--- src/hdl/chxy_pkg.sv ---
// Shared types, widths and constants for the compass heading block.
package chxy_pkg;

    // Defaults for the top-level parameters
    localparam int DEF_CORDIC_STEPS    = 16;
    localparam int DEF_ANGLE_FRAC_BITS = 6;

    // Fixed-point layout of the rotation datapath
    localparam int DX_W     = 18;             // corrected axis value
    localparam int PRESCALE = 16;             // axis scaling before rotation
    localparam int XY_W     = DX_W + PRESCALE + 2;  // headroom for CORDIC gain
    localparam int ZFRAC    = 20;             // angle in 2^-20 degree
    localparam int Z_W      = 31;
    localparam int ATAN_LEN = 24;
    localparam int HEAD_W   = 15;

    localparam logic signed [Z_W-1:0] Z_HALF_TURN = Z_W'(180 * (2 ** ZFRAC));

    // atan(2^-i) in 2^-20 degree, rounded to nearest
    localparam logic signed [Z_W-1:0] ATAN_TAB [0:ATAN_LEN-1] = '{
        31'sd47185920, 31'sd27855475, 31'sd14718068, 31'sd7471121,
        31'sd3750058,  31'sd1876857,  31'sd938658,   31'sd469357,
        31'sd234682,   31'sd117342,   31'sd58671,    31'sd29335,
        31'sd14668,    31'sd7334,     31'sd3667,     31'sd1833,
        31'sd917,      31'sd458,      31'sd229,      31'sd115,
        31'sd57,       31'sd29,       31'sd14,       31'sd7
    };

    // Register map
    localparam int PADDR_W = 4;
    localparam logic [1:0] REG_X_OFFSET    = 2'd0;
    localparam logic [1:0] REG_Y_OFFSET    = 2'd1;
    localparam logic [1:0] REG_DECLINATION = 2'd2;
    localparam logic signed [14:0] DECL_RESET = -15'sd55;

    // Vector handed from cell to cell
    typedef struct packed {
        logic signed [XY_W-1:0] x;
        logic signed [XY_W-1:0] y;
        logic signed [Z_W-1:0]  z;
        logic                   zero;
    } chxy_vec_t;

endpackage

--- src/hdl/chxy_prep.sv ---
// Front cell: offset removal, zero detect and left half-plane fold.
module chxy_prep
    import chxy_pkg::*;
(
    input  logic                   clk,
    input  logic                   rst_n,
    input  logic signed [12:0]     x_offset,
    input  logic signed [12:0]     y_offset,
    input  logic                   in_valid,
    output logic                   in_ready,
    input  logic signed [15:0]     raw_x,
    input  logic signed [15:0]     raw_y,
    output logic                   out_valid,
    input  logic                   out_ready,
    output chxy_vec_t              out_data
);

    logic signed [DX_W-1:0] dx;
    logic signed [DX_W-1:0] dy;
    logic signed [DX_W-1:0] fx;
    logic signed [DX_W-1:0] fy;
    logic                   neg;
    chxy_vec_t              data_next;
    chxy_vec_t              data_reg;
    logic                   valid_reg;

    assign dx  = DX_W'(raw_x) - DX_W'(x_offset);
    assign dy  = DX_W'(raw_y) - DX_W'(y_offset);
    assign neg = dx[DX_W-1];
    assign fx  = neg ? -dx : dx;
    assign fy  = neg ? -dy : dy;

    always_comb
    begin
        data_next.x    = XY_W'(fx) <<< PRESCALE;
        data_next.y    = XY_W'(fy) <<< PRESCALE;
        data_next.z    = neg ? Z_HALF_TURN : '0;
        data_next.zero = (dx == '0) && (dy == '0);
    end

    assign in_ready  = !valid_reg || out_ready;
    assign out_valid = valid_reg;
    assign out_data  = data_reg;

    always_ff @(posedge clk or negedge rst_n)
    begin
        if (!rst_n)
        begin
            valid_reg <= 1'b0;
        end
        else if (in_ready)
        begin
            valid_reg <= in_valid;
        end
    end

    always_ff @(posedge clk)
    begin
        if (in_valid && in_ready)
        begin
            data_reg <= data_next;
        end
    end

endmodule

--- config.mk ---
export PLATFORM = sky130hd
export DESIGN_NAME = chxy_prep
export DESIGN_NICKNAME = d
export VERILOG_FILES = /design/src/hdl/chxy_pkg.sv /design/src/hdl/chxy_prep.sv
export SDC_FILE = /design/constraint.sdc
export NUM_CORES = 1
export LEC_CHECK = 0
export BUFFER_PORTS_ARGS = -buffer_cell sky130_fd_sc_hd__buf_4
export CAP_MARGIN = 20
export CORE_MARGIN = 5
export CORE_UTILIZATION = 31
export CTS_CLUSTER_DIAMETER = 40
export DETAILED_ROUTE_END_ITERATION = 6
export GPL_ROUTABILITY_DRIVEN = 0
export GPL_TIMING_DRIVEN = 0
export PLACE_DENSITY_LB_ADDON = 0.25
export SLEW_MARGIN = 40
export SYNTH_ARGS = -nofsm -noshare
export SYNTH_HDL_FRONTEND = slang
export SYNTH_SLANG_ARGS = --single-unit
--- constraint.sdc ---
create_clock -name clk -period 2.1 [get_ports clk]
set_clock_uncertainty 0.1 [all_clocks]
set_input_delay 0.105 -clock clk [delete_from_list [all_inputs] [get_ports clk]]
set_output_delay 0.105 -clock clk [all_outputs]
set_load 0.03 [all_outputs]
==> flow_summary.json <==
{
  "status": "complete, but fails checks",
  "violations": "negative setup slack",
  "ys_seq_area_frac": 0.267,
  "switching_power_mw": 1.59,
  "grtUsageTotal": 0.132,
  "drc": 0,
  "crit_fanout": 7,
  "die_w_um": 129,
  "ir_drop_mv": 0.293,
  "grt_max_degree": 39,
  "min_path_type": "primary input to async pin",
  "seq_power_share": 0.256,
  "startpoint": "raw_y[0]",
  "areaGrowthSynthToFinish_pct": 53.1,
  "p_sw_frac": 0.382,
  "min_period_over_period": 1.31,
  "cts_made_buffers": 5,
  "synth_cell_type_count": 67,
  "cts.sinks": 39,
  "slew_viol_final": 0,
  "synth_warnings": 0,
  "vias": 3950,
  "synthFlopType": "edfxtp_1",
  "r2r-start": "out_valid",
  "setup_ws_ps": -655,
  "tightest_slew_ps": 527,
  "cts-root-buf": "clkbuf_16",
  "vias_per_cell": 4.50,
  "initial_utilization": 0.316,
  "power_leakage_nw": 3.06,
  "num-nets-final": 796,
  "arrival_ps": 2680,
  "required_ps": 2030,
  "slew_headroom": 0.645,
  "synth-seq-cells": 39,
  "rsz0062_at_grt": "true",
  "core_um2": 13800,
  "r2r-end": "out_data[86]",
  "critPathCapture": "out_data[64]",
  "post-dp-hpwl_um": 8760,
  "clockBufferDepth": 2,
  "cp-end-kind": "flip-flop",
  "finalSetupViolCount": 35,
  "totalWireLength_um": 11400,
  "overflow": 0,
  "powerDensity_nw_per_um2": 624,
  "drive_gt1_frac": 0.449,
  "pwr-share-clk": 0.208,
  "hold_ws_ps": 32.5,
  "worst-setup-path-type": "primary input to flip-flop",
  "drtAntennaViolNets": 0,
  "insertion_delay_ps": 280,
  "syn_inst": 491,
  "synth_area_um2": 4370,
  "drv_cap": 0,
  "synth-async-reset-ratio": 0.0256,
  "pre_cts_ws_ps": -1190,
  "rows": 43,
  "io_buffer_count": 108,
  "antenna_cells": 0,
  "cts_tree": "yes",
  "hold_viol": 0,
  "cp-start-kind": "primary input",
  "combinationalPowerShare": 0.536,
  "die_h_um": 129,
  "reg2regPathDepth": 2,
  "clk_pin_slew_worst_paths_ps": 60,
  "drtIter0Drc": 205,
  "htree_levels": 2,
  "fin_cells": 877,
  "r2r_slack_ps": 640,
  "syn_area_per_cell_um2": 8.89,
  "antenna_found_initial": 0,
  "period_needed_ps": 2760,
  "grt_pass1_vias": 4113,
  "grt_pass1_wl_um": 18400,
  "die-area_um2": 16600,
  "synth_edf_count": 38,
  "timing.fmax_mhz": 363,
  "p_int_mw": 2.58,
  "placed_cells": 838,
  "first_pass_iters": 4,
  "io-pin-count": 168,
  "wl_per_cell_um": 13.0
}
==> worst max-delay path: stages <==
cell,delay (ps)
buf_8,100
inv_4,40
ha_4,120
fa_2,220
nor2b_4,50
o31a_1,370
buf_6,160
o21ai_4,140
nand2_2,90
or3_4,370
a211oi_4,290
and4_1,250
ha_1,240
nor2_1,100
a21oi_1,50
==> layout make-up <==
| cell class | count | area [µm²] |
|---|---|---|
| buffer | 72 | 554 |
| sequential | 39 | 1170 |
| tap | 180 | 225 |
| timing repair buffer | 143 | 1160 |
| clock inverter | 2 | 37.5 |
| fill | 1294 | 7140 |
| inverter | 40 | 178 |
| multi-input combinational | 395 | 3240 |
| clock buffer | 6 | 129 |
==> state kept, by name (all words and copies together), names as in the netlist <==
register	cells
out_data	38
out_valid	1
==> routing by layer <==
metal | share of wire | global-route usage
met4 | 0.019 | 0.0426
met1 | 0.41 | 0.156
met5 | 0 | 0
met2 | 0.51 | 0.245
met3 | 0.060 | 0.0203
==> power groups by stage <==
stage | Sequential, mW | Clock [mW] | Combinational (mW)
2_1_floorplan | 1.29 | 0 | 1.22
3_3_place_gp | 1.08 | 0 | 1.89
3_5_place_dp | 1.09 | 0 | 1.91
4_1_cts | 1.07 | 0.889 | 2.13
5_1_grt | 1.08 | 0.918 | 2.41
6_report | 1.07 | 0.870 | 2.23
==> cells in the final DEF, fill, tap and decap left out, types with 8 or more instances in the layout <==
cell,n
nor2_1,26
ha_1,25
nand2_1,21
conb_1,60
edfxtp_1,38
xnor2_1,29
o21ai_0,13
buf_6,13
o21a_1,8
ha_4,8
nand2b_1,9
xor2_1,16
a21oi_1,25
inv_1,33
buf_4,192
==> metrics by stage <==
stage	power, mW	TNS [ps]	utilization	area (µm²)
finish	4.17	-13150	0.483	6680
global placement	2.97	-31580	0.421	5820
floorplan	2.52	-14520	-	4780
CTS	4.09	-12730	0.470	6490
detailed placement	3.00	-33320	0.421	5820
global route	4.41	-16250	0.483	6680
==> synth_stat cells (7+ instances only) <==
master / count / area (µm²)
inv_1: 39 / 146
nand2b_1: 9 / 56.3
o21ai_0: 22 / 110
a21o_1: 7 / 52.6
nor2b_1: 7 / 43.8
xnor2_1: 36 / 315
nor2_1: 32 / 120
nor3_1: 8 / 40.0
edfxtp_1: 38 / 1140
ha_1: 36 / 450
xor2_1: 16 / 140
a21oi_1: 32 / 160
or3_1: 7 / 43.8
o21a_1: 10 / 75.1
nand2_1: 24 / 90.1
buf_4: 66 / 495
==> worst min-delay path by stage <==
stage,from,to,slack [ps],cells past startpoint
after floorplan,rst_n,out_valid,-290,0
after global placement,rst_n,out_valid,-220,1
after detailed placement,rst_n,out_valid,-220,1
after CTS,rst_n,out_valid,20,2
after global routing,rst_n,out_valid,30,2
final,rst_n,out_valid,30,2
==> repair_timing <==
action | CTS | global route
buffers inserted | 24 | 9
resized for setup | 63 | 28
cloned | 1 | 0
endpoints found under the setup margin | 35 | 35
hold buffers | 2 | 0
pin swaps | 35 | 30
endpoints found under the hold margin | 2 | 0
==> cells by family after synthesis <==
| kind of cell | Yosys count | synth area share |
|---|---|---|
| mux | 5 | 0.0118 |
| compound gates | 119 | 0.190 |
| fa+ha+maj | 38 | 0.112 |
| simple gates | 121 | 0.151 |
| other cells | 1 | 0.000859 |
| xor+xnor | 52 | 0.104 |
| buf+inv | 116 | 0.163 |
| flops | 39 | 0.267 |
(Power assumes the default switching activity.)
