--- src/hdl/chxy_pkg.sv ---
// Shared types, widths and constants for the compass heading block.
package chxy_pkg;

    // Defaults for the top-level parameters
    localparam int DEF_CORDIC_STEPS    = 16;
    localparam int DEF_ANGLE_FRAC_BITS = 6;

    // Fixed-point layout of the rotation datapath
    localparam int DX_W     = 18;             // corrected axis value
    localparam int PRESCALE = 16;             // axis scaling before rotation
    localparam int XY_W     = DX_W + PRESCALE + 2;  // headroom for CORDIC gain
    localparam int ZFRAC    = 20;             // angle in 2^-20 degree
    localparam int Z_W      = 31;
    localparam int ATAN_LEN = 24;
    localparam int HEAD_W   = 15;

    localparam logic signed [Z_W-1:0] Z_HALF_TURN = Z_W'(180 * (2 ** ZFRAC));

    // atan(2^-i) in 2^-20 degree, rounded to nearest
    localparam logic signed [Z_W-1:0] ATAN_TAB [0:ATAN_LEN-1] = '{
        31'sd47185920, 31'sd27855475, 31'sd14718068, 31'sd7471121,
        31'sd3750058,  31'sd1876857,  31'sd938658,   31'sd469357,
        31'sd234682,   31'sd117342,   31'sd58671,    31'sd29335,
        31'sd14668,    31'sd7334,     31'sd3667,     31'sd1833,
        31'sd917,      31'sd458,      31'sd229,      31'sd115,
        31'sd57,       31'sd29,       31'sd14,       31'sd7
    };

    // Register map
    localparam int PADDR_W = 4;
    localparam logic [1:0] REG_X_OFFSET    = 2'd0;
    localparam logic [1:0] REG_Y_OFFSET    = 2'd1;
    localparam logic [1:0] REG_DECLINATION = 2'd2;
    localparam logic signed [14:0] DECL_RESET = -15'sd55;

    // Vector handed from cell to cell
    typedef struct packed {
        logic signed [XY_W-1:0] x;
        logic signed [XY_W-1:0] y;
        logic signed [Z_W-1:0]  z;
        logic                   zero;
    } chxy_vec_t;

endpackage

--- src/hdl/chxy_post.sv ---
// Back cells: angle rounding and wrap, then declination add and 0..360 wrap.
module chxy_post
    import chxy_pkg::*;
#(
    parameter int ANGLE_FRAC_BITS = DEF_ANGLE_FRAC_BITS
)
(
    input  logic                 clk,
    input  logic                 rst_n,
    input  logic signed [14:0]   declination,
    input  logic                 in_valid,
    output logic                 in_ready,
    input  chxy_vec_t            in_data,
    output logic                 out_valid,
    input  logic                 out_ready,
    output logic [HEAD_W-1:0]    heading
);

    localparam int SH  = ZFRAC - ANGLE_FRAC_BITS;
    localparam int H_W = ANGLE_FRAC_BITS + 16;
    localparam logic signed [H_W-1:0] HALF = H_W'(180 * (2 ** ANGLE_FRAC_BITS));
    localparam logic signed [H_W-1:0] FULL = H_W'(360 * (2 ** ANGLE_FRAC_BITS));
    localparam logic signed [Z_W:0]   RND  = (Z_W+1)'(2 ** (SH - 1));

    logic signed [Z_W:0]   zr;
    logic signed [H_W-1:0] a_raw;
    logic signed [H_W-1:0] a_next;
    logic signed [H_W-1:0] a_reg;
    logic                  va_reg;
    logic                  b_ready;
    logic signed [H_W-1:0] d;
    logic signed [H_W-1:0] h0;
    logic signed [H_W-1:0] h1;
    logic signed [H_W-1:0] h_next;
    logic [HEAD_W-1:0]     heading_reg;
    logic                  vb_reg;

    // round half up to the output unit; zero vector gives angle 0
    assign zr    = (in_data.zero ? '0 : (Z_W+1)'(in_data.z)) + RND;
    assign a_raw = H_W'(zr >>> SH);

    always_comb
    begin
        a_next = a_raw;
        if (a_raw > HALF)
        begin
            a_next = a_raw - FULL;
        end
        else if (a_raw <= -HALF)
        begin
            a_next = a_raw + FULL;
        end
    end

    always_comb
    begin
        d = H_W'(declination);
        if (d > HALF)
        begin
            d = HALF;
        end
        else if (d < -HALF)
        begin
            d = -HALF;
        end
        h0 = a_reg + d;
        h1 = h0[H_W-1] ? h0 + FULL : h0;
        h_next = (h1 > FULL) ? h1 - FULL : h1;
    end

    assign b_ready   = !vb_reg || out_ready;
    assign in_ready  = !va_reg || b_ready;
    assign out_valid = vb_reg;
    assign heading   = heading_reg;

    always_ff @(posedge clk or negedge rst_n)
    begin
        if (!rst_n)
        begin
            va_reg <= 1'b0;
            vb_reg <= 1'b0;
        end
        else
        begin
            if (in_ready)
            begin
                va_reg <= in_valid;
            end
            if (b_ready)
            begin
                vb_reg <= va_reg;
            end
        end
    end

    always_ff @(posedge clk)
    begin
        if (in_valid && in_ready)
        begin
            a_reg <= a_next;
        end
        if (va_reg && b_ready)
        begin
            heading_reg <= h_next[HEAD_W-1:0];
        end
    end

endmodule

--- config.mk ---
export PLATFORM = sky130hd
export DESIGN_NAME = chxy_post
export DESIGN_NICKNAME = d
export VERILOG_FILES = /design/src/hdl/chxy_pkg.sv /design/src/hdl/chxy_post.sv
export SDC_FILE = /design/constraint.sdc
export NUM_CORES = 1
export LEC_CHECK = 0
export BUFFER_PORTS_ARGS = -buffer_cell sky130_fd_sc_hd__buf_2
export CORE_UTILIZATION = 40
export CTS_CLUSTER_SIZE = 10
export DETAILED_ROUTE_END_ITERATION = 16
export GPL_TIMING_DRIVEN = 1
export PLACE_DENSITY = 0.71
export SETUP_SLACK_MARGIN = 0.1
export SLEW_MARGIN = 20
export SYNTH_ARGS = -nofsm -noshare
export SYNTH_HDL_FRONTEND = slang
export SYNTH_SLANG_ARGS = --single-unit
--- constraint.sdc ---
create_clock -name clk -period 9.6 [get_ports clk]
set_input_delay 0.96 -clock clk [delete_from_list [all_inputs] [get_ports clk]]
set_output_delay 0.96 -clock clk [all_outputs]
set_load 0.005 [all_outputs]
==> results of run 1 <==
[cells in the mapped netlist, types with 3 or more instances]
cell type and instances:
a211o_1 3, a211oi_1 4, a21o_1 9, a21oi_1 41, a31oi_1 5, and2_1 14, and2_2 3, and3_1 7
buf_6 4, clkbuf_1 4, edfxtp_1 34, ha_1 25, inv_1 21, nand2_1 37, nand2b_1 11, nand3_1 12
nand4_1 8, nand4b_1 3, nor2_1 28, nor2b_1 6, nor3_1 8, nor4_1 7, o211ai_1 9, o21a_1 8
o21ai_0 23, o21ai_1 7, or3_1 11, xnor2_1 25, xor2_1 12
[critical path, stage by stage]
cell and delay (ps):
buf_2 100, nor4_1 320, nand2_1 110, a21oi_1 160
nor3_1 60, o211ai_1 350, nor2b_1 440, and2_1 200
ha_1 160, inv_1 60, fa_1 390, nand2b_1 200
a21oi_1 280, nor4_1 140, nor4_4 410, ha_1 340
o21ai_0 120, mux2_2 300, o31a_1 280, o211ai_2 220
or4b_1 480, xor2_1 160
[final cells by class]
class / count / area, sq um
clock buffers: 5 / 68.8
clock inverters: 3 / 18.8
flip-flops and latches: 36 / 1070
inverters: 22 / 85.1
fillers: 912 / 4970
multi-input cells: 385 / 2680
well taps: 129 / 161
repair buffers: 54 / 270
[path summary, 6_finish.rpt]
check	to	depth (start not counted)	startpoint
max	heading[12]	22	declination[0]
min	va_reg	1	rst_n
max reg2reg	heading[12]	14	a_reg[0]
min reg2reg	out_valid	1	va_reg
max in group asynchronous	out_valid	1	rst_n
min in group clk	out_valid	1	va_reg
[cells by family (layout without fill, tap and decap cells)]
family,count (synthesis),count (layout),share of synthesized area (%)
simple gates,175,175,24.9
mux,4,4,1.09
fa+ha+maj,26,26,8.54
buf+inv,31,84,3.82
compound gates,143,143,25.8
xor+xnor,37,37,8.31
flops,36,36,27.5
[power by group through the flow]
stage	registers (mW)	logic [mW]	clock network, mW
floorplan	0.226	0.311	0
global placement	0.224	0.381	0
detailed placement	0.224	0.393	0
CTS	0.221	0.395	0.113
global route	0.224	0.443	0.117
finish	0.220	0.399	0.111
[layer usage]
layer	up-vias	share of wire, %	GRT usage (%)
met5	-	0.12	0
met4	2	1.1	4.68
met3	10	4.6	2.84
met2	85	48	30.4
met1	1647	47	21.7
li1	1809	-	-
[metrics by stage]
step                      worst slack, ps  instances  hold slack (ps)  power (mW)
final                                3420        634              432       0.730
after CTS                            3410        634              426       0.728
after detailed placement             3110        626              473       0.617
after global routing                 2920        634              421       0.784
after floorplan                      3950        452              449       0.537
after global placement               3180        626              463       0.605
==> reports/qor.csv, run 1 <==
metric,value,unit
outcome,"finished, final reports clean",
post_cts_resized,0,
synthFlopType,edfxtp_1,
slew_violations,0,
netlist_instances,452,
gr-total-overflow,0,
synth_area_leaders,"edfxtp_1 (26%), ha_1 (8.0%), xnor2_1 (5.6%)",
worst-setup-path-type,in2reg,
ant_nets,0,
largest_reg_flops,19,
synth_area_per_cell,8.62,sq um
hold_class,in2async,
vias_per_cell,5.60,
synth_top_cell_by_area,edfxtp_1,
netlist_area,3900,sq um
track_usage,17.2,%
wl_per_cell,13.3,microns
yosysWarnings,0,
synthArstFlopShare,5.56,%
powerDensity,168,nW/um^2
reg2reg_slack,5440,ps
fp.dieW,101,microns
worstPathMaxFanout,9,
cts_max_level,2,
layout-drive-gt1-share,17.6,%
clk_pin_slew,70,ps
cts_buffers,5,
dpl.hpwl,6890,microns
cts_num_sinks,36,
synth_cell_types,77,
fp-row-count,35,
cts_max_path_buffers,2,
antenna_cells,0,
pwr-share-seq,30.2,%
cts_hold_buf,0,
final_cell_mix,"buf_2 (54), a21oi_1 (41), nand2_1 (37)",
initial_utilization,41.8,%
p_int,0.431,mW
synth_top_cell_area_share,26.2,%
hold_violations,0,
synth.net_count,601,
setup-tns-final,0,ps
cp-start-kind,primary input,
synth_edf_count,34,
synth_seq_area_share,27.5,%
first_pass_iters,4,
grt_max_degree,24,
area_delta_synth_final,11.7,%
dieArea,10100,sq um
clkPwrFrac,15.2,%
final_common_cell,buf_2,
rsz0062_at_grt,no,
vias,3553,
ys_seq_elements,36,
stdcell_area,4350,sq um
required,9640,ps
gp_congestion,0.868,
crit_path_end_kind,flop,
finalCritPeriodShare,64.3,%
p_sw_share,40.9,%
root_buffer,clkbuf_8,
fmax,0.162,GHz
setup_viol,0,
drv_cap,0,
cts_tree,built,
post-route-drc-count,0,
fin_util,46.7,%
layout_min_cycle_time,6180,ps
place_area,4270,sq um
finClkSkew,4.55,ps
switching_power,0.299,mW
coreArea,9330,sq um
worstSkewPairLatency,300,ps
grt_pass1_wl,14200,microns
dieHeight,101,microns
grt_antenna_before_repair,1,
drt-initial-drc-count,152,
combPwrFrac,54.6,%
vdd_drop_max,0.0627,mV
p_leak,1.74,nW
crit_arrival,6220,ps
grt_pass1_vias,3190,
io_buffer_count,54,
tightest_slew,793,ps
ioPinCount,140,
post_cts_buffers,0,
relSlewSlack,47.1,%
fin_nets,653,
wirelength,8450,microns
Power figures use the tool's default switching activity.
==> run 2, diff against run 1 <==
--- a/config.mk
+++ b/config.mk
@@ -10,7 +10,7 @@
 export CTS_CLUSTER_SIZE = 10
 export DETAILED_ROUTE_END_ITERATION = 16
 export GPL_TIMING_DRIVEN = 1
-export PLACE_DENSITY = 0.71
+export PLACE_DENSITY = 0.73
 export SETUP_SLACK_MARGIN = 0.1
 export SLEW_MARGIN = 20
 export SYNTH_ARGS = -nofsm -noshare
==> constraint.sdc (replaced) <==
create_clock -name clk -period 5.2 [get_ports clk]
set_input_delay 0.52 -clock clk [delete_from_list [all_inputs] [get_ports clk]]
set_output_delay 0.52 -clock clk [all_outputs]
set_load 0.005 [all_outputs]
==> run 2 against run 1 <==
  * Count of clock-buffer cells in the layout increased by 2
  * Via count grew 4.4%
  * Total power grew 120%
  * Core utilization rose by 6.0 points
  * Highest routed layer is now met4
  * Clock power increased by 77%
  * First-iteration DRC count down 14%
==> reports/qor.csv, run 2 (synthesized netlist as in run 1, its figures left out) <==
metric,value,unit
track_usage,18.8,%
place_ws,-320,ps
tightest_slew,782,ps
worst-setup-path-type,in2reg,
dieHeight,101,microns
setup_ws,252,ps
finalNonFillerCells,679,
largest_reg_flops,19,
vias,3709,
wirelength,9450,microns
crit_arrival,4990,ps
p_leak,2.00,nW
grt_max_degree,24,
cts_num_sinks,36,
grt_pass1_vias,3572,
hold_violations,0,
fmax,0.202,GHz
initial_utilization,41.8,%
ioPinCount,140,
required,5240,ps
clk_pin_slew,70,ps
first_pass_iters,4,
root_buffer,clkbuf_8,
hold_class,in2reg,
wl_met1,4180,microns
stdcell_area,4910,sq um
grt_antenna_before_repair,0,
num-fill-cells,834,
ant_nets,0,
layout_min_cycle_time,4950,ps
dp.cells,667,
setup-tns-final,0,ps
area_delta_synth_final,26.0,%
cts_max_level,2,
worstPathMaxFanout,7,
fp.dieW,101,microns
post-route-drc-count,0,
fp-row-count,35,
fin_util,52.6,%
layout-drive-gt1-share,28.4,%
io_buffer_count,54,
finalCritPeriodShare,95.2,%
dpl.hpwl,7510,microns
final_common_cell,buf_2,
met3_length,330,microns
gr-total-overflow,0,
wl_met2,4780,microns
setup_viol,0,
grt_pass1_wl,15400,microns
rsz0062_at_grt,yes,
vdd_drop_max,0.152,mV
fin_nets,698,
final_cell_mix,"buf_2 (51), buf_4 (43), nand2_1 (36)",
cts_buffers,5,
dr.max_layer_used,met4,
vias_per_cell,5.46,
cp-start-kind,primary input,
coreArea,9330,sq um
relSlewSlack,47.9,%
crit_path_end_kind,flop,
finClkSkew,2.34,ps
wl_per_cell,13.9,microns
cts_max_path_buffers,2,
cts_tree,built,
antenna_cells,0,
powerDensity,321,nW/um^2
worstSkewPairLatency,290,ps
drt-initial-drc-count,130,
gp_congestion,0.885,
dieArea,10100,sq um
place_area,4580,sq um
outcome,"finished, final reports clean",
drv_cap,0,
slew_violations,0,
run 2: cell count changes in the layout (fill, tap and decap cells not counted), moves of 3 or more:
cell     delta
a21oi_2     +5
o21ai_1     +3
nor4_1      -3
ha_1        -4
buf_6       +4
a21oi_1     -6
and2_4      +3
buf_4      +43
o21ai_0     -3
buf_2       -3
ha_4        +3
and2_1      -3
run 2: stage by stage:
step	power [mW]	hold WS [ps]
after floorplan	0.994	224
after detailed placement	1.28	308
after CTS	1.49	436
after global placement	1.25	307
final	1.58	438
after global routing	1.70	445
run 2: metal layers:
metal,vias up,global-route usage [%]
met5,-,0
met4,0,6.02
met3,16,2.84
met2,93,34.1
met1,1709,22.7
li1,1891,-
run 2: cell type report:
class,count,area [sq um],area share (%)
Clock buffer,7,76.3,1.55
Clock inverter,1,8.76,0.178
Inverter,22,85.1,1.73
Multi-Input combinational cell,385,2880,58.5
Sequential cell,36,1070,21.8
Tap cell,129,161,3.29
Timing Repair Buffer,99,633,12.9
run 2: power by group:
group          leakage [nW]  internal, mW  switching, mW
clock network        0.0424        0.0957          0.101
registers             0.352         0.394         0.0133
logic                  1.60         0.460          0.512
run 2: worst paths after layout:
path	to	slack [ps]	from	cells after the start
worst min-delay path	va_reg	440	in_valid	2
worst min register to register	out_valid	530	va_reg	1
max in group asynchronous	out_valid	4540	rst_n	2
worst max-delay path	heading[12]	250	declination[3]	21
min in group asynchronous	va_reg	560	rst_n	2
worst max register to register	heading[12]	1360	a_reg[0]	14
run 2: critical path, stage by stage:
cell,delay (ps)
buf_6,100
nor4_4,260
nand2_1,110
a21oi_2,140
nor3_1,60
o211ai_1,200
nor2b_4,240
buf_6,140
and2_4,150
ha_4,200
o211ai_1,300
a21oi_4,80
o211a_1,250
nor4_4,360
buf_4,210
o21ai_0,90
mux2_4,290
o31a_1,340
o211ai_4,260
or4b_4,490
xor2_1,170
run 2: what timing repair did:
action	4_1_cts	5_1_grt
hold endpoints to repair	2	0
hold buffers	1	0
buffers inserted	1	2
pin swaps	0	22
setup endpoints to repair	5	6
gates resized for setup	4	40
cloned	0	0
==> run 3, diff against run 2 <==
--- a/config.mk
+++ b/config.mk
@@ -5,12 +5,13 @@
 export SDC_FILE = /design/constraint.sdc
 export NUM_CORES = 1
 export LEC_CHECK = 0
+export ABC_AREA = 1
 export BUFFER_PORTS_ARGS = -buffer_cell sky130_fd_sc_hd__buf_2
 export CORE_UTILIZATION = 40
 export CTS_CLUSTER_SIZE = 10
 export DETAILED_ROUTE_END_ITERATION = 16
 export GPL_TIMING_DRIVEN = 1
-export PLACE_DENSITY = 0.73
+export PLACE_DENSITY = 0.72
 export SETUP_SLACK_MARGIN = 0.1
 export SLEW_MARGIN = 20
 export SYNTH_ARGS = -nofsm -noshare
==> run 3 against run 2 <==
  * Clock power grew 7%
  * Sequential cell count is the same
  * Largest power group unchanged
  * Die area grew 13%
  * Sequential power is essentially flat
  * Critical endpoint unchanged
  * Global-route usage shrank 0.88 points
  * Critical path depth grew 10
==> reports/qor.csv, run 3 <==
metric,value,unit
outcome,"finished, final reports clean",
vias_per_cell,4.75,
switching_power,0.588,mW
cts_tree,built,
synthFlopType,edfxtp_1,
holdCritStartpoint,in_valid,
synth_area_per_cell,6.63,sq um
fmax,0.230,GHz
hold_violations,0,
yosysWarnings,0,
place_area,4830,sq um
root_buffer,clkbuf_8,
reg2reg_slack,1920,ps
fp-row-count,38,
vias,4132,
synth.net_count,818,
fp.dieW,107,microns
dpl.hpwl,7900,microns
clkPwrFrac,15.5,%
setup_viol,0,
powerDensity,277,nW/um^2
ioPinCount,140,
layout-drive-gt1-share,15.8,%
fin_util,45.5,%
critPathBufInv,6,
clk_pin_slew,70,ps
holdWs,441,ps
dp.cells,860,
vdd_drop_max,0.162,mV
post_cts_buffers,0,
synthArstFlopShare,5.56,%
synth_seq_area_share,24.2,%
io_buffer_count,54,
area_delta_synth_final,11.3,%
wirelength,9280,microns
gr-total-overflow,0,
p_sw_share,43.0,%
p_total,1.37,mW
worstSkewPairLatency,300,ps
fin_nets,877,
path_depth,31,
post-route-drc-count,0,
cp-start-kind,primary input,
ant_nets,0,
grt_pass1_vias,3945,
setup_ws,843,ps
dr.max_layer_used,met5,
crit_path_end_kind,flop,
cts_buffers,5,
first_pass_iters,4,
setup-tns-final,0,ps
antenna_cells,0,
cts_max_level,2,
met3_length,352,microns
hold_class,in2reg,
drt-initial-drc-count,132,
initial_utilization,40.9,%
grt_pass1_wl,16900,microns
final_cell_mix,"nand2_1 (222), inv_1 (112), nand3_1 (57)",
worst-setup-path-type,in2reg,
place_ws,507,ps
max_stage_delay,410,ps
finClkSkew,6.26,ps
pwr-share-seq,29.7,%
gp_congestion,0.847,
grt_antenna_before_repair,1,
crit_arrival,4410,ps
stdcell_area,4940,sq um
p_leak,2.67,nW
tightest_slew,666,ps
synth_edf_count,34,
dieHeight,107,microns
drv_cap,0,
synth_area_leaders,"edfxtp_1 (23%), nand2_1 (19%), inv_1 (9.5%)",
yosysMostFrequentCell,nand2_1,
largest_reg_flops,19,
r2r-start,a_reg[0],
hold_depth,3,
layout_min_cycle_time,4360,ps
netlist_instances,669,
slew_violations,0,
worst_path_max_delay_cell,fa_1,
cp_common_cell,nand2_1,
synth_cell_types,42,
cts_num_sinks,36,
wl_met2,4490,microns
dieArea,11500,sq um
coreArea,10800,sq um
wl_met1,4310,microns
grt_max_degree,20,
r2r-end,heading[12],
synth_top_cell_by_area,edfxtp_1,
relSlewSlack,55.5,%
finalNonFillerCells,869,
track_usage,17.9,%
finalCritPeriodShare,83.8,%
wl_per_cell,10.7,microns
combPwrFrac,54.9,%
netlist_area,4430,sq um
required,5250,ps
p_int,0.779,mW
final_common_cell,nand2_1,
crit_family,simple AND/OR/NAND/NOR gates,
ys_seq_elements,36,
rr_worst_depth,22,
post_cts_resized,0,
worstHoldEndpoint,va_reg,
synth_top_cell_area_share,23.0,%
num-fill-cells,1132,
rsz0062_at_grt,no,
cts_max_path_buffers,2,
synth_top_cells_by_count,"nand2_1 (222), inv_1 (112), nand3_1 (57)",
worstPathMaxFanout,15,
[run 3: worst register-to-register path, cell delays in order (launching register included)]
cell	delay (ps)
edfxtp_1	350
ha_1	220
inv_1	80
fa_1	410
inv_1	90
nand3_1	110
nand3_1	130
nand2_1	60
nand2_1	160
ha_1	190
inv_1	50
nand3_1	120
nand2_1	60
nand2_1	70
nand2_2	70
nor2_1	100
nand2_1	80
nand2_2	80
nand2_1	80
o21ai_4	270
nand2_4	110
nand2_1	80
nand2_1	50
[run 3: repair_timing]
item                                    in CTS  in global routing
hold buffers                                 1                  0
endpoints found under the hold margin        2                  0
endpoints found under the setup margin       0                  0
[run 3: worst max path at each step]
stage / to / slack [ps] / from
floorplan: heading[10] / 1090 / declination[0]
global placement: heading[10] / 570 / declination[0]
detailed placement: heading[13] / 510 / declination[0]
CTS: heading[13] / 810 / declination[0]
global route: heading[13] / 230 / declination[0]
finish: heading[12] / 840 / declination[0]
[run 3: layout make-up]
| cell class | count | area (sq um) | area share (%) |
|---|---|---|---|
| sequential | 36 | 1070 | 21.7 |
| tap | 140 | 175 | 3.55 |
| timing repair buffer | 58 | 303 | 6.13 |
| clock inverter | 1 | 7.51 | 0.152 |
| clock buffer | 7 | 86.3 | 1.75 |
| inverter | 117 | 447 | 9.05 |
| multi-input combinational | 510 | 2850 | 57.7 |
[run 3: kinds of logic after synthesis]
| family | Yosys count | share of synthesized area, % |
|---|---|---|
| AOI/OAI and AO/OA | 50 | 6.60 |
| xor gates and xnor gates | 35 | 8.10 |
| adders and majority gates | 26 | 7.51 |
| buffers and inverters | 123 | 11.6 |
| DFF | 36 | 24.2 |
| and+or+nand+nor | 399 | 42.0 |
[run 3: layer usage]
layer	track usage [%]	vias up
li1	-	2251
met1	21.6	1791
met2	33.0	76
met3	2.78	12
met4	4.50	2
met5	0	-
[run 3: power by group through the flow]
stage	clock network, mW	logic [mW]	registers [mW]
4_1_cts	0.217	0.752	0.406
2_1_floorplan	0	0.588	0.416
3_3_place_gp	0	0.737	0.412
3_5_place_dp	0	0.750	0.412
5_1_grt	0.230	0.878	0.412
6_report	0.211	0.750	0.405
