**src/hdl/chxy_pkg.sv**
```systemverilog
// Shared types, widths and constants for the compass heading block.
package chxy_pkg;

    // Defaults for the top-level parameters
    localparam int DEF_CORDIC_STEPS    = 16;
    localparam int DEF_ANGLE_FRAC_BITS = 6;

    // Fixed-point layout of the rotation datapath
    localparam int DX_W     = 18;             // corrected axis value
    localparam int PRESCALE = 16;             // axis scaling before rotation
    localparam int XY_W     = DX_W + PRESCALE + 2;  // headroom for CORDIC gain
    localparam int ZFRAC    = 20;             // angle in 2^-20 degree
    localparam int Z_W      = 31;
    localparam int ATAN_LEN = 24;
    localparam int HEAD_W   = 15;

    localparam logic signed [Z_W-1:0] Z_HALF_TURN = Z_W'(180 * (2 ** ZFRAC));

    // atan(2^-i) in 2^-20 degree, rounded to nearest
    localparam logic signed [Z_W-1:0] ATAN_TAB [0:ATAN_LEN-1] = '{
        31'sd47185920, 31'sd27855475, 31'sd14718068, 31'sd7471121,
        31'sd3750058,  31'sd1876857,  31'sd938658,   31'sd469357,
        31'sd234682,   31'sd117342,   31'sd58671,    31'sd29335,
        31'sd14668,    31'sd7334,     31'sd3667,     31'sd1833,
        31'sd917,      31'sd458,      31'sd229,      31'sd115,
        31'sd57,       31'sd29,       31'sd14,       31'sd7
    };

    // Register map
    localparam int PADDR_W = 4;
    localparam logic [1:0] REG_X_OFFSET    = 2'd0;
    localparam logic [1:0] REG_Y_OFFSET    = 2'd1;
    localparam logic [1:0] REG_DECLINATION = 2'd2;
    localparam logic signed [14:0] DECL_RESET = -15'sd55;

    // Vector handed from cell to cell
    typedef struct packed {
        logic signed [XY_W-1:0] x;
        logic signed [XY_W-1:0] y;
        logic signed [Z_W-1:0]  z;
        logic                   zero;
    } chxy_vec_t;

endpackage

```
**src/hdl/chxy_cell.sv**
```systemverilog
// One vectoring CORDIC micro-rotation cell with its own pipeline register.
module chxy_cell
    import chxy_pkg::*;
#(
    parameter int STAGE = 0
)
(
    input  logic      clk,
    input  logic      rst_n,
    input  logic      in_valid,
    output logic      in_ready,
    input  chxy_vec_t in_data,
    output logic      out_valid,
    input  logic      out_ready,
    output chxy_vec_t out_data
);

    logic signed [XY_W-1:0] xs;
    logic signed [XY_W-1:0] ys;
    chxy_vec_t              data_next;
    chxy_vec_t              data_reg;
    logic                   valid_reg;

    assign xs = in_data.x >>> STAGE;
    assign ys = in_data.y >>> STAGE;

    // y == 0 rotates as if positive
    always_comb
    begin
        data_next.zero = in_data.zero;
        if (!in_data.y[XY_W-1])
        begin
            data_next.x = in_data.x + ys;
            data_next.y = in_data.y - xs;
            data_next.z = in_data.z + ATAN_TAB[STAGE];
        end
        else
        begin
            data_next.x = in_data.x - ys;
            data_next.y = in_data.y + xs;
            data_next.z = in_data.z - ATAN_TAB[STAGE];
        end
    end

    assign in_ready  = !valid_reg || out_ready;
    assign out_valid = valid_reg;
    assign out_data  = data_reg;

    always_ff @(posedge clk or negedge rst_n)
    begin
        if (!rst_n)
        begin
            valid_reg <= 1'b0;
        end
        else if (in_ready)
        begin
            valid_reg <= in_valid;
        end
    end

    always_ff @(posedge clk)
    begin
        if (in_valid && in_ready)
        begin
            data_reg <= data_next;
        end
    end

endmodule

```
**config.mk**
```make
export PLATFORM = sky130hd
export DESIGN_NAME = chxy_cell
export DESIGN_NICKNAME = d
export VERILOG_FILES = /design/src/hdl/chxy_pkg.sv /design/src/hdl/chxy_cell.sv
export SDC_FILE = /design/constraint.sdc
export NUM_CORES = 1
export LEC_CHECK = 0
export BUFFER_PORTS_ARGS = -buffer_cell sky130_fd_sc_hd__buf_2
export CORE_UTILIZATION = 61
export DETAILED_ROUTE_END_ITERATION = 8
export HOLD_SLACK_MARGIN = 0.12
export PLACE_DENSITY = 0.88
export SYNTH_ARGS = -nofsm -noshare
export SYNTH_HDL_FRONTEND = slang
export SYNTH_SLANG_ARGS = --single-unit
```
**constraint.sdc**
```tcl
create_clock -name clk -period 9.8 [get_ports clk]
set_clock_uncertainty 0.2 [all_clocks]
set_input_delay 1.96 -clock clk [delete_from_list [all_inputs] [get_ports clk]]
set_output_delay 1.96 -clock clk [all_outputs]
set_load 0.01 [all_outputs]
```
==> results of run 1 <==
[kinds of logic (layout without fill, tap and decap cells)]
| family | after synthesis | after routing | synth area share |
|---|---|---|---|
| buf+inv | 177 | 361 | 0.0689 |
| xor+xnor | 72 | 72 | 0.0631 |
| fa+ha+maj | 122 | 122 | 0.156 |
| simple gates | 274 | 274 | 0.130 |
| compound gates | 399 | 399 | 0.251 |
| other cells | 0 | 1 | 0 |
| mux | 19 | 19 | 0.0192 |
| flops | 104 | 104 | 0.312 |
[sequential cells by signal (all words and copies together), names as in the netlist]
register and count:
out_valid 1, out_data 103
[power by group]
| group | switching (uW) | internal [uW] | total (uW) |
|---|---|---|---|
| sequential | 12.5 | 558 | 571 |
| clock | 191 | 204 | 395 |
| combinational | 363 | 215 | 578 |
[Yosys cell counts, drive strengths merged (7+ instances only)]
| cell type | n | area (um2) |
|---|---|---|
| ha | 118 | 1480 |
| mux2i | 18 | 180 |
| nor2b | 19 | 119 |
| nor4 | 7 | 43.8 |
| inv | 125 | 469 |
| a21boi | 8 | 60.1 |
| nand3 | 12 | 60.1 |
| o21bai | 24 | 180 |
| xnor2 | 64 | 561 |
| edfxtp | 103 | 3090 |
| a211oi | 12 | 90.1 |
| a31oi | 13 | 81.3 |
| o21a | 9 | 67.6 |
| nor2 | 96 | 360 |
| xor2 | 8 | 70.1 |
| a21oi | 144 | 721 |
| nand2b | 15 | 93.8 |
| buf | 18 | 91.3 |
| clkbuf | 30 | 113 |
| a2111oi | 7 | 61.3 |
| a21o | 29 | 218 |
| nor3 | 19 | 95.1 |
| o21ai | 87 | 435 |
| nand2 | 62 | 233 |
| nand4 | 12 | 75.1 |
[final timing paths]
path | startpoint | to | slack [ns]
setup / recovery | in_data[67] | out_data[31]$_DFFE_PP_ | 4.08
max in group asynchronous | rst_n | out_valid$_DFFE_PN0N_ | 8.16
setup reg to reg | out_valid$_DFFE_PN0N_ | out_data[96]$_DFFE_PP_ | 7.44
hold reg to reg | out_valid$_DFFE_PN0N_ | out_valid$_DFFE_PN0N_ | 0.36
hold / removal | out_valid$_DFFE_PN0N_ | out_valid$_DFFE_PN0N_ | 0.36
min in group asynchronous | rst_n | out_valid$_DFFE_PN0N_ | 1.16
[layer usage]
metal  global-route usage  vias to the layer above  share of wire
li1                     -                     4526              -
met1                0.457                     4467           0.39
met2                0.617                      648           0.47
met3               0.0603                      115          0.096
met4                0.185                        0          0.043
met5                    0                        -              0
[critical path, delay by kind of cell]
kind,cells,cell delay [ns]
AND/OR/NAND/NOR,2,0.25
buffers and inverters,3,1.26
adder cells (fa/ha/maj),1,0.54
AO/OA/AOI/OAI,7,1.65
[stage by stage]
| stage | power, uW | setup WS [ns] | instance area [um2] | hold WS (ns) |
|---|---|---|---|---|
| detailed placement | 1140 | 3.78 | 11100 | 0.329 |
| finish | 1540 | 4.08 | 11500 | 0.361 |
| global placement | 1130 | 4.19 | 11100 | 0.309 |
| global route | 1610 | 3.72 | 11500 | 0.416 |
| floorplan | 956 | 4.57 | 9990 | 0.422 |
| CTS | 1530 | 4.12 | 11500 | 0.356 |
[final cells by class]
cell class,count,area [um2],share of cell area
Antenna cell,1,2.50,0.000218
Clock buffer,9,225,0.0196
Clock inverter,7,90.1,0.00786
Inverter,129,484,0.0422
Multi-Input combinational cell,886,6190,0.540
Sequential cell,104,3120,0.272
Tap cell,216,270,0.0236
Timing Repair Buffer,216,1090,0.0949
==> results_dict.tcl, run 1 <==
set metrics [dict create \
    grt_pass1_vias 9291 \
    resized_cells_post_cts 0 \
    drt_drc_violations_left 0 \
    grt_setup_unrepaired "no" \
    finish.net_count 1576 \
    route.detailed.wl_per_inst_um 19.9 \
    globalRouteTotalUtil 0.367 \
    core-area_um2 15900 \
    postCtsSetupBuffers 0 \
    clockBufferDepth 2 \
    grt_first_pass_wirelength_um 47400 \
    fmaxAchievable_mhz 175 \
    yosysUniqueCellTypes 69 \
    setup.worst_path.end_class "flop" \
    cts_inserted_buffers 9 \
    post_synth_arst_share 0.00962 \
    antenna_found_initial 1 \
    initialDrtViolationCount 1004 \
    route.vias.total 9756 \
    layout.cells.most_common "buf_2" \
    power_per_cell_area_nw_per_um2 135 \
    ys_warn_count 0 \
    crit_path_top_delay_cell "buf_4" \
    cp.required_ns 9.77 \
    layout.core_utilization 0.719 \
    mostFrequentLayoutCells "buf_2 (213), a21oi_1 (144), inv_1 (123)" \
    synth_seq_area_share 0.312 \
    worst_setup_hold_path_clk_slew_ns 0.07 \
    antenna_left 0 \
    slowest_delay_ns 0.69 \
    flip_flop_and_latch_count_after_synthesis 104 \
    worst_slew_pin_slew_ns 1.00 \
    setup_violations 0 \
    final_cell_count_no_fill 1568 \
    root_buffer "clkbuf_16" \
    die_area_um2 16900 \
    clock-sinks 104 \
    place.port_buffers 213 \
    final_critical_path_required_period_ns 5.72 \
    floorplan.rows 46 \
    cts.htree.levels 3 \
    slew_viol_final 0 \
    worstPathMaxFanout 83 \
    hold_path.class "reg2reg" \
    gr-total-overflow 0 \
    die_width_um 130 \
    finalWirelength_um 31100 \
    timing.final.hold_violations 0 \
    fillerInstances 1260 \
    r2r_cells 3 \
    vdd.ir_drop.worst_mv 0.104 \
    die_y_um 130 \
    drt-vias-per-instance 6.22 \
    setup.worst_path.start_class "primary input" \
    layout_worst_path_cycle_share 0.584 \
    pin_count_of_the_biggest_net_entering_global_routing 84 \
    cp_data_arrival_time_ns 5.69 \
    gp_congestion 1.00 \
    post_synth_inst_count 1167 \
    setup.worst_path.class "in2reg" \
    dr.pass1.iters 8 \
    fin_tns_setup_ns 0 \
    synth-edff-count 103 \
    worst_slew_slack_as_a_fraction_of_its_limit 0.327 \
    cts_hold_buf 0 \
    timing.hold.worst_path_depth 2 \
    start_util 0.627 \
    maxCapViolCount 0 \
    clock_latency_ns 0.36 \
    dp_hpwl_um 24000 \
    synth_fp_nets 1397 \
    synth_top_flop_cell "edfxtp_1" \
    mappedNetlistArea_um2 9990 \
    run_status "complete, no violations" \
    p_leak_uw 0.00522 \
    dp.cells 1551 \
    syn_area_per_cell_um2 8.56 \
    floorplan.io_pins 214 \
    clock_tree_from_tritoncts "done" \
    drive_gt1_frac 0.184 \
    crit_path_cell_trace "buf_2 -> buf_4 -> inv_2 -> fa_1 -> nor2b_1 -> o21ai_0 -> a21boi_0 -> o21ai_0 -> a21boi_0 -> o21ai_0 -> a21boi_0 -> nor4_1 -> a311oi_1" \
    area.growth.synth_to_final_pct 14.8 \
]
Note: power is estimated with default switching activity, not from simulation.
==> run 2: changes to the inputs <==
--- a/config.mk
+++ b/config.mk
@@ -6,10 +6,10 @@
 export NUM_CORES = 1
 export LEC_CHECK = 0
 export BUFFER_PORTS_ARGS = -buffer_cell sky130_fd_sc_hd__buf_2
-export CORE_UTILIZATION = 61
+export CORE_UTILIZATION = 51
 export DETAILED_ROUTE_END_ITERATION = 8
 export HOLD_SLACK_MARGIN = 0.12
-export PLACE_DENSITY = 0.88
+export PLACE_DENSITY = 0.78
 export SYNTH_ARGS = -nofsm -noshare
 export SYNTH_HDL_FRONTEND = slang
 export SYNTH_SLANG_ARGS = --single-unit
==> constraint.sdc (replaced) <==
create_clock -name clk -period 4.95 [get_ports clk]
set_clock_uncertainty 0.2 [all_clocks]
set_input_delay 0.99 -clock clk [delete_from_list [all_inputs] [get_ports clk]]
set_output_delay 0.99 -clock clk [all_outputs]
set_load 0.01 [all_outputs]
==> run 2 against run 1 <==
Effect of this change:
- critical path type unchanged
- register-to-register slack worse by 4.7 ns
- hold slack got worse by 0.18 ns
- worst setup slack got worse by 3.7 ns
- core utilization decreased by 11 points
- clock-buffer cell count grew 1
- combinational power is 97% higher
- global-route usage fell by 7.4 points
- sequential share of layout area fell by 0.27 points
==> results_dict.tcl, run 2 (synthesis gave the netlist of run 1 again) <==
set metrics [dict create \
    clock_tree_from_tritoncts "done" \
    worstPathMaxFanout 14 \
    antenna_left 0 \
    layout_worst_path_cycle_share 0.916 \
    grt_pass1_vias 9074 \
    hold_path.class "in2async" \
    gr-total-overflow 0 \
    clockBufferDepth 2 \
    postCtsSetupBuffers 0 \
    final_cell_count_no_fill 1623 \
    setup.worst_path.class "in2reg" \
    layout.area.seq_um2 3120 \
    final_critical_path_required_period_ns 4.54 \
    cts.htree.levels 3 \
    die_area_um2 20200 \
    drt-vias-per-instance 5.94 \
    run_status "complete, no violations" \
    root_buffer "clkbuf_16" \
    finalWirelength_um 29700 \
    initialDrtViolationCount 930 \
    slew_viol_final 0 \
    fmaxAchievable_mhz 221 \
    cts_inserted_buffers 9 \
    cp_data_arrival_time_ns 4.44 \
    maxCapViolCount 0 \
    grt_first_pass_wirelength_um 45900 \
    drive_gt1_frac 0.190 \
    timing.final.hold_violations 0 \
    pin_count_of_the_biggest_net_entering_global_routing 81 \
    start_util 0.527 \
    dp_hpwl_um 23200 \
    die_y_um 142 \
    layout.cells.most_common "buf_2" \
    dp.cells 1606 \
    largest_reg_flops 103 \
    route.vias.total 9640 \
    fillerInstances 1729 \
    vdd.ir_drop.worst_mv 0.163 \
    gp_congestion 1.03 \
    worst_setup_hold_path_clk_slew_ns 0.08 \
    floorplan.io_pins 214 \
    resized_cells_post_cts 0 \
    grt_setup_unrepaired "no" \
    route.detailed.wl_per_inst_um 18.3 \
    antenna_found_initial 1 \
    worst_slew_pin_slew_ns 0.947 \
    multi_input_comb_area_um2 6190 \
    p_leak_uw 0.00527 \
    die_width_um 142 \
    fin_tns_setup_ns 0 \
    floorplan.rows 50 \
    dr.pass1.iters 6 \
    area.growth.synth_to_final_pct 15.9 \
    mostFrequentLayoutCells "buf_2 (213), a21oi_1 (144), inv_1 (123)" \
    setup.worst_path.end_class "flop" \
    worst_slew_slack_as_a_fraction_of_its_limit 0.368 \
    clock_latency_ns 0.36 \
    cts_hold_buf 0 \
    globalRouteTotalUtil 0.293 \
    finish.net_count 1587 \
    power_per_cell_area_nw_per_um2 258 \
    clock-sinks 104 \
    r2r_cells 3 \
    place.port_buffers 213 \
    drt_drc_violations_left 0 \
    cp.required_ns 4.85 \
    setup.worst_path.start_class "primary input" \
    core-area_um2 19000 \
    setup_violations 0 \
]
==> run 2: cell types whose count changed in the layout (fill, tap and decap cells not counted) <==
cell / delta
clkbuf_1: +1
clkinvlp_4: -2
inv_6: +1
buf_4: +11
clkinv_4: +1
bufinv_16: -1
==> run 2: area by class of cell <==
class / instances / share of cell area
multi-input combinational: 886 / 0.534
inverter: 129 / 0.0418
tap: 260 / 0.0281
clock inverter: 6 / 0.00540
timing repair buffer: 227 / 0.101
antenna: 1 / 0.000216
sequential: 104 / 0.269
clock buffer: 10 / 0.0198
==> run 2: worst paths after layout <==
kind                                        from                      to  slack, ns
max reg2reg                out_valid$_DFFE_PN0N_   out_data[5]$_DFFE_PP_       2.73
min                                        rst_n   out_valid$_DFFE_PN0N_       0.19
max in group asynchronous                  rst_n   out_valid$_DFFE_PN0N_       4.28
min in group clk           out_valid$_DFFE_PN0N_   out_valid$_DFFE_PN0N_       0.33
min reg2reg                out_valid$_DFFE_PN0N_   out_valid$_DFFE_PN0N_       0.33
max                                  in_data[38]  out_data[67]$_DFFE_PP_       0.41
==> run 2: worst max-delay path: stages <==
cell and delay [ns]:
buf_2 0.10, inv_1 0.04, ha_1 0.48, nor4_1 0.51
a21boi_0 0.45, o21ai_0 0.37, a311oi_1 0.62, a21oi_1 0.22
a21oi_1 0.22, a2bb2oi_1 0.32, xnor2_1 0.11
==> run 2: power breakdown <==
group / switching, uW / internal, uW / total (uW)
sequential: 24.1 / 1100 / 1130
clock: 369 / 356 / 725
combinational: 703 / 433 / 1140
total: 1100 / 1890 / 2990
==> run 2: metrics by stage <==
step	util	instance area [um2]	hold slack, ns	setup WS [ns]	power (uW)
after detailed placement	0.595	11300	0.315	0.266	2260
after floorplan	-	9990	0.422	0.688	1890
after CTS	0.611	11600	0.181	0.611	2980
after global placement	0.595	11300	0.304	0.416	2250
final	0.611	11600	0.186	0.415	2990
after global routing	0.611	11600	0.173	0.387	3130
==> run 2: routing by layer <==
metal / GRT usage / routed length (um) / share of wire / up-vias
met1: 0.391 / 12800 / 0.43 / 4474
met4: 0.115 / 1110 / 0.037 / 0
met3: 0.0532 / 2570 / 0.086 / 81
li1: - / - / - / 4565
met5: 0 / 0 / 0 / -
met2: 0.470 / 13300 / 0.45 / 520
==> run 3: changes to the inputs <==
--- a/config.mk
+++ b/config.mk
@@ -6,10 +6,10 @@
 export NUM_CORES = 1
 export LEC_CHECK = 0
 export BUFFER_PORTS_ARGS = -buffer_cell sky130_fd_sc_hd__buf_2
-export CORE_UTILIZATION = 51
+export CORE_UTILIZATION = 57
 export DETAILED_ROUTE_END_ITERATION = 8
 export HOLD_SLACK_MARGIN = 0.12
-export PLACE_DENSITY = 0.78
+export PLACE_DENSITY = 0.83
 export SYNTH_ARGS = -nofsm -noshare
 export SYNTH_HDL_FRONTEND = slang
 export SYNTH_SLANG_ARGS = --single-unit
==> constraint.sdc (replaced) <==
create_clock -name clk -period 4.8 [get_ports clk]
set_clock_uncertainty 0.2 [all_clocks]
set_input_delay 0.96 -clock clk [delete_from_list [all_inputs] [get_ports clk]]
set_output_delay 0.96 -clock clk [all_outputs]
set_load 0.01 [all_outputs]
==> run 3 against run 2 <==
Effect of this change:
- critical path depth stayed put
- die area fell by 10%
- non-clock buffer count is 5 higher
- global-route usage rose by 4.9 points
- sequential power barely moved
- core utilization increased by 6.4 points
- combinational power up 4%
- largest cell class unchanged
==> results_dict.tcl, run 3 (synthesis gave the netlist of run 1 again) <==
set metrics [dict create \
    setup.worst_path.class "in2reg" \
    crit_path_top_delay_cell "a311oi_1" \
    slowest_delay_ns 0.60 \
    place.port_buffers 213 \
    resized_cells_post_cts 0 \
    route.vias.total 9717 \
    cp_data_arrival_time_ns 4.36 \
    gr-total-overflow 0 \
    floorplan.io_pins 214 \
    setup.worst_path.start_class "primary input" \
    power.net_switching_uw 1160 \
    post-route-worst-setup-slack_ns 0.365 \
    grt_pass1_vias 9155 \
    clockBufferDepth 2 \
    cts_hold_buf 0 \
    worst_setup_hold_path_clk_slew_ns 0.09 \
    setup.worst_path.end_class "flop" \
    die_y_um 134 \
    initialDrtViolationCount 815 \
    slew_viol_final 0 \
    worst_slew_slack_as_a_fraction_of_its_limit 0.406 \
    hold_path.class "in2async" \
    fin_tns_setup_ns 0 \
    insertedDiodeCount 0 \
    power_frac_seq 0.367 \
    maxCapViolCount 0 \
    area.growth.synth_to_final_pct 16.1 \
    power_per_cell_area_nw_per_um2 274 \
    die_width_um 134 \
    dr.pass1.iters 6 \
    gp_congestion 0.944 \
    worst_slew_pin_slew_ns 0.891 \
    drive_gt1_frac 0.194 \
    p_clk_frac 0.260 \
    largest_reg_flops 103 \
    clock_latency_ns 0.36 \
    floorplan.rows 48 \
    start_util 0.582 \
    p_sw_frac 0.366 \
    power_frac_comb 0.374 \
    crit_path_cell_trace "buf_2 -> inv_1 -> ha_1 -> nor4_1 -> a21boi_0 -> o21ai_0 -> a311oi_1 -> a21oi_1 -> o211ai_1 -> mux2i_1 -> xnor2_1" \
    worstPathBufferInverterCount 2 \
    vdd.ir_drop.worst_mv 0.173 \
    fillerInstances 1500 \
    cts_inserted_buffers 9 \
    antenna_found_initial 1 \
    cp.required_ns 4.73 \
    final_critical_path_required_period_ns 4.44 \
    placedInstanceArea_um2 11300 \
    core-area_um2 17200 \
    timing.final.hold_violations 0 \
    fmaxAchievable_mhz 225 \
    finish.net_count 1592 \
    pin_count_of_the_biggest_net_entering_global_routing 80 \
    globalRouteTotalUtil 0.342 \
    layout.cells.most_common "buf_2" \
    place_ws_ns 0.166 \
    drt_drc_violations_left 0 \
    layout.core_utilization 0.675 \
    root_buffer "clkbuf_16" \
    cts.htree.levels 3 \
    drt-vias-per-instance 6.10 \
    p_leak_uw 0.00531 \
    finalWirelength_um 31100 \
    dp_hpwl_um 24400 \
    antenna_left 0 \
    route.detailed.wl_per_inst_um 19.5 \
    grt_first_pass_wirelength_um 48000 \
    worstPathMaxFanout 14 \
    setup_violations 0 \
    clock-sinks 104 \
    run_status "complete, no violations" \
    p_int_uw 2010 \
    clock_tree_from_tritoncts "done" \
    worst_path_dominant_cell_family "compound AO/OA/AOI/OAI gates" \
    die_area_um2 18100 \
    layout_worst_path_cycle_share 0.924 \
    design_area_um2 11600 \
    grt_setup_unrepaired "no" \
    mostFrequentLayoutCells "buf_2 (213), a21oi_1 (144), inv_1 (123)" \
    postCtsSetupBuffers 0 \
]
-- run 3: changes by cell type in the layout (fill, tap and decap cells not counted) --
cell | before | now
buf_4 | 14 | 19
bufinv_16 | 0 | 1
clkbuf_1 | 1 | 0
clkinv_4 | 2 | 1
diode_2 | 1 | 0
inv_6 | 2 | 3
-- run 3: final cells by class --
cell class,instances,area (um2),area share
sequential,104,3120,0.269
inverter,129,484,0.0418
timing repair buffer,232,1210,0.104
clock buffer,9,225,0.0194
clock inverter,7,92.6,0.00798
tap,225,282,0.0243
multi-input combinational,886,6190,0.533
-- run 3: worst reg2reg max path: cells and delay by family, from the launching register on --
kind,cells,cell delay [ns]
buffers and inverters,1,0.52
flip-flops,1,0.38
AND/OR/NAND/NOR,2,0.66
-- run 3: worst paths after layout --
kind                                        from                     end  slack (ns)  cells past startpoint
min reg2reg                out_valid$_DFFE_PN0N_   out_valid$_DFFE_PN0N_        0.35                      2
max                                  in_data[38]  out_data[97]$_DFFE_PP_        0.36                     11
min                                        rst_n   out_valid$_DFFE_PN0N_        0.15                      1
max reg2reg                out_valid$_DFFE_PN0N_  out_data[98]$_DFFE_PP_        2.69                      3
max in group asynchronous                  rst_n   out_valid$_DFFE_PN0N_        4.17                      1
min in group clk           out_valid$_DFFE_PN0N_   out_valid$_DFFE_PN0N_        0.35                      2
-- run 3: power by group through the flow --
| stage | clock (uW) | sequential [uW] | combinational (uW) |
|---|---|---|---|
| floorplan | 0 | 1240 | 715 |
| global placement | 0 | 1180 | 1140 |
| detailed placement | 0 | 1180 | 1150 |
| CTS | 826 | 1160 | 1160 |
| global route | 857 | 1170 | 1280 |
| finish | 824 | 1160 | 1190 |
-- run 3: through the flow --
stage / hold slack, ns / cells / power (uW)
after floorplan: 0.422 / 1167 / 1950
after global placement: 0.306 / 1576 / 2320
after detailed placement: 0.337 / 1576 / 2340
after CTS: 0.151 / 1592 / 3150
after global routing: 0.145 / 1592 / 3310
final: 0.152 / 1592 / 3170
-- run 3: layer usage --
layer	vias up	GRT usage	wire (um)
met4	2	0.139	1050
li1	4571	-	-
met1	4550	0.445	13100
met5	-	0	9
met2	511	0.565	14500
met3	83	0.0552	2460
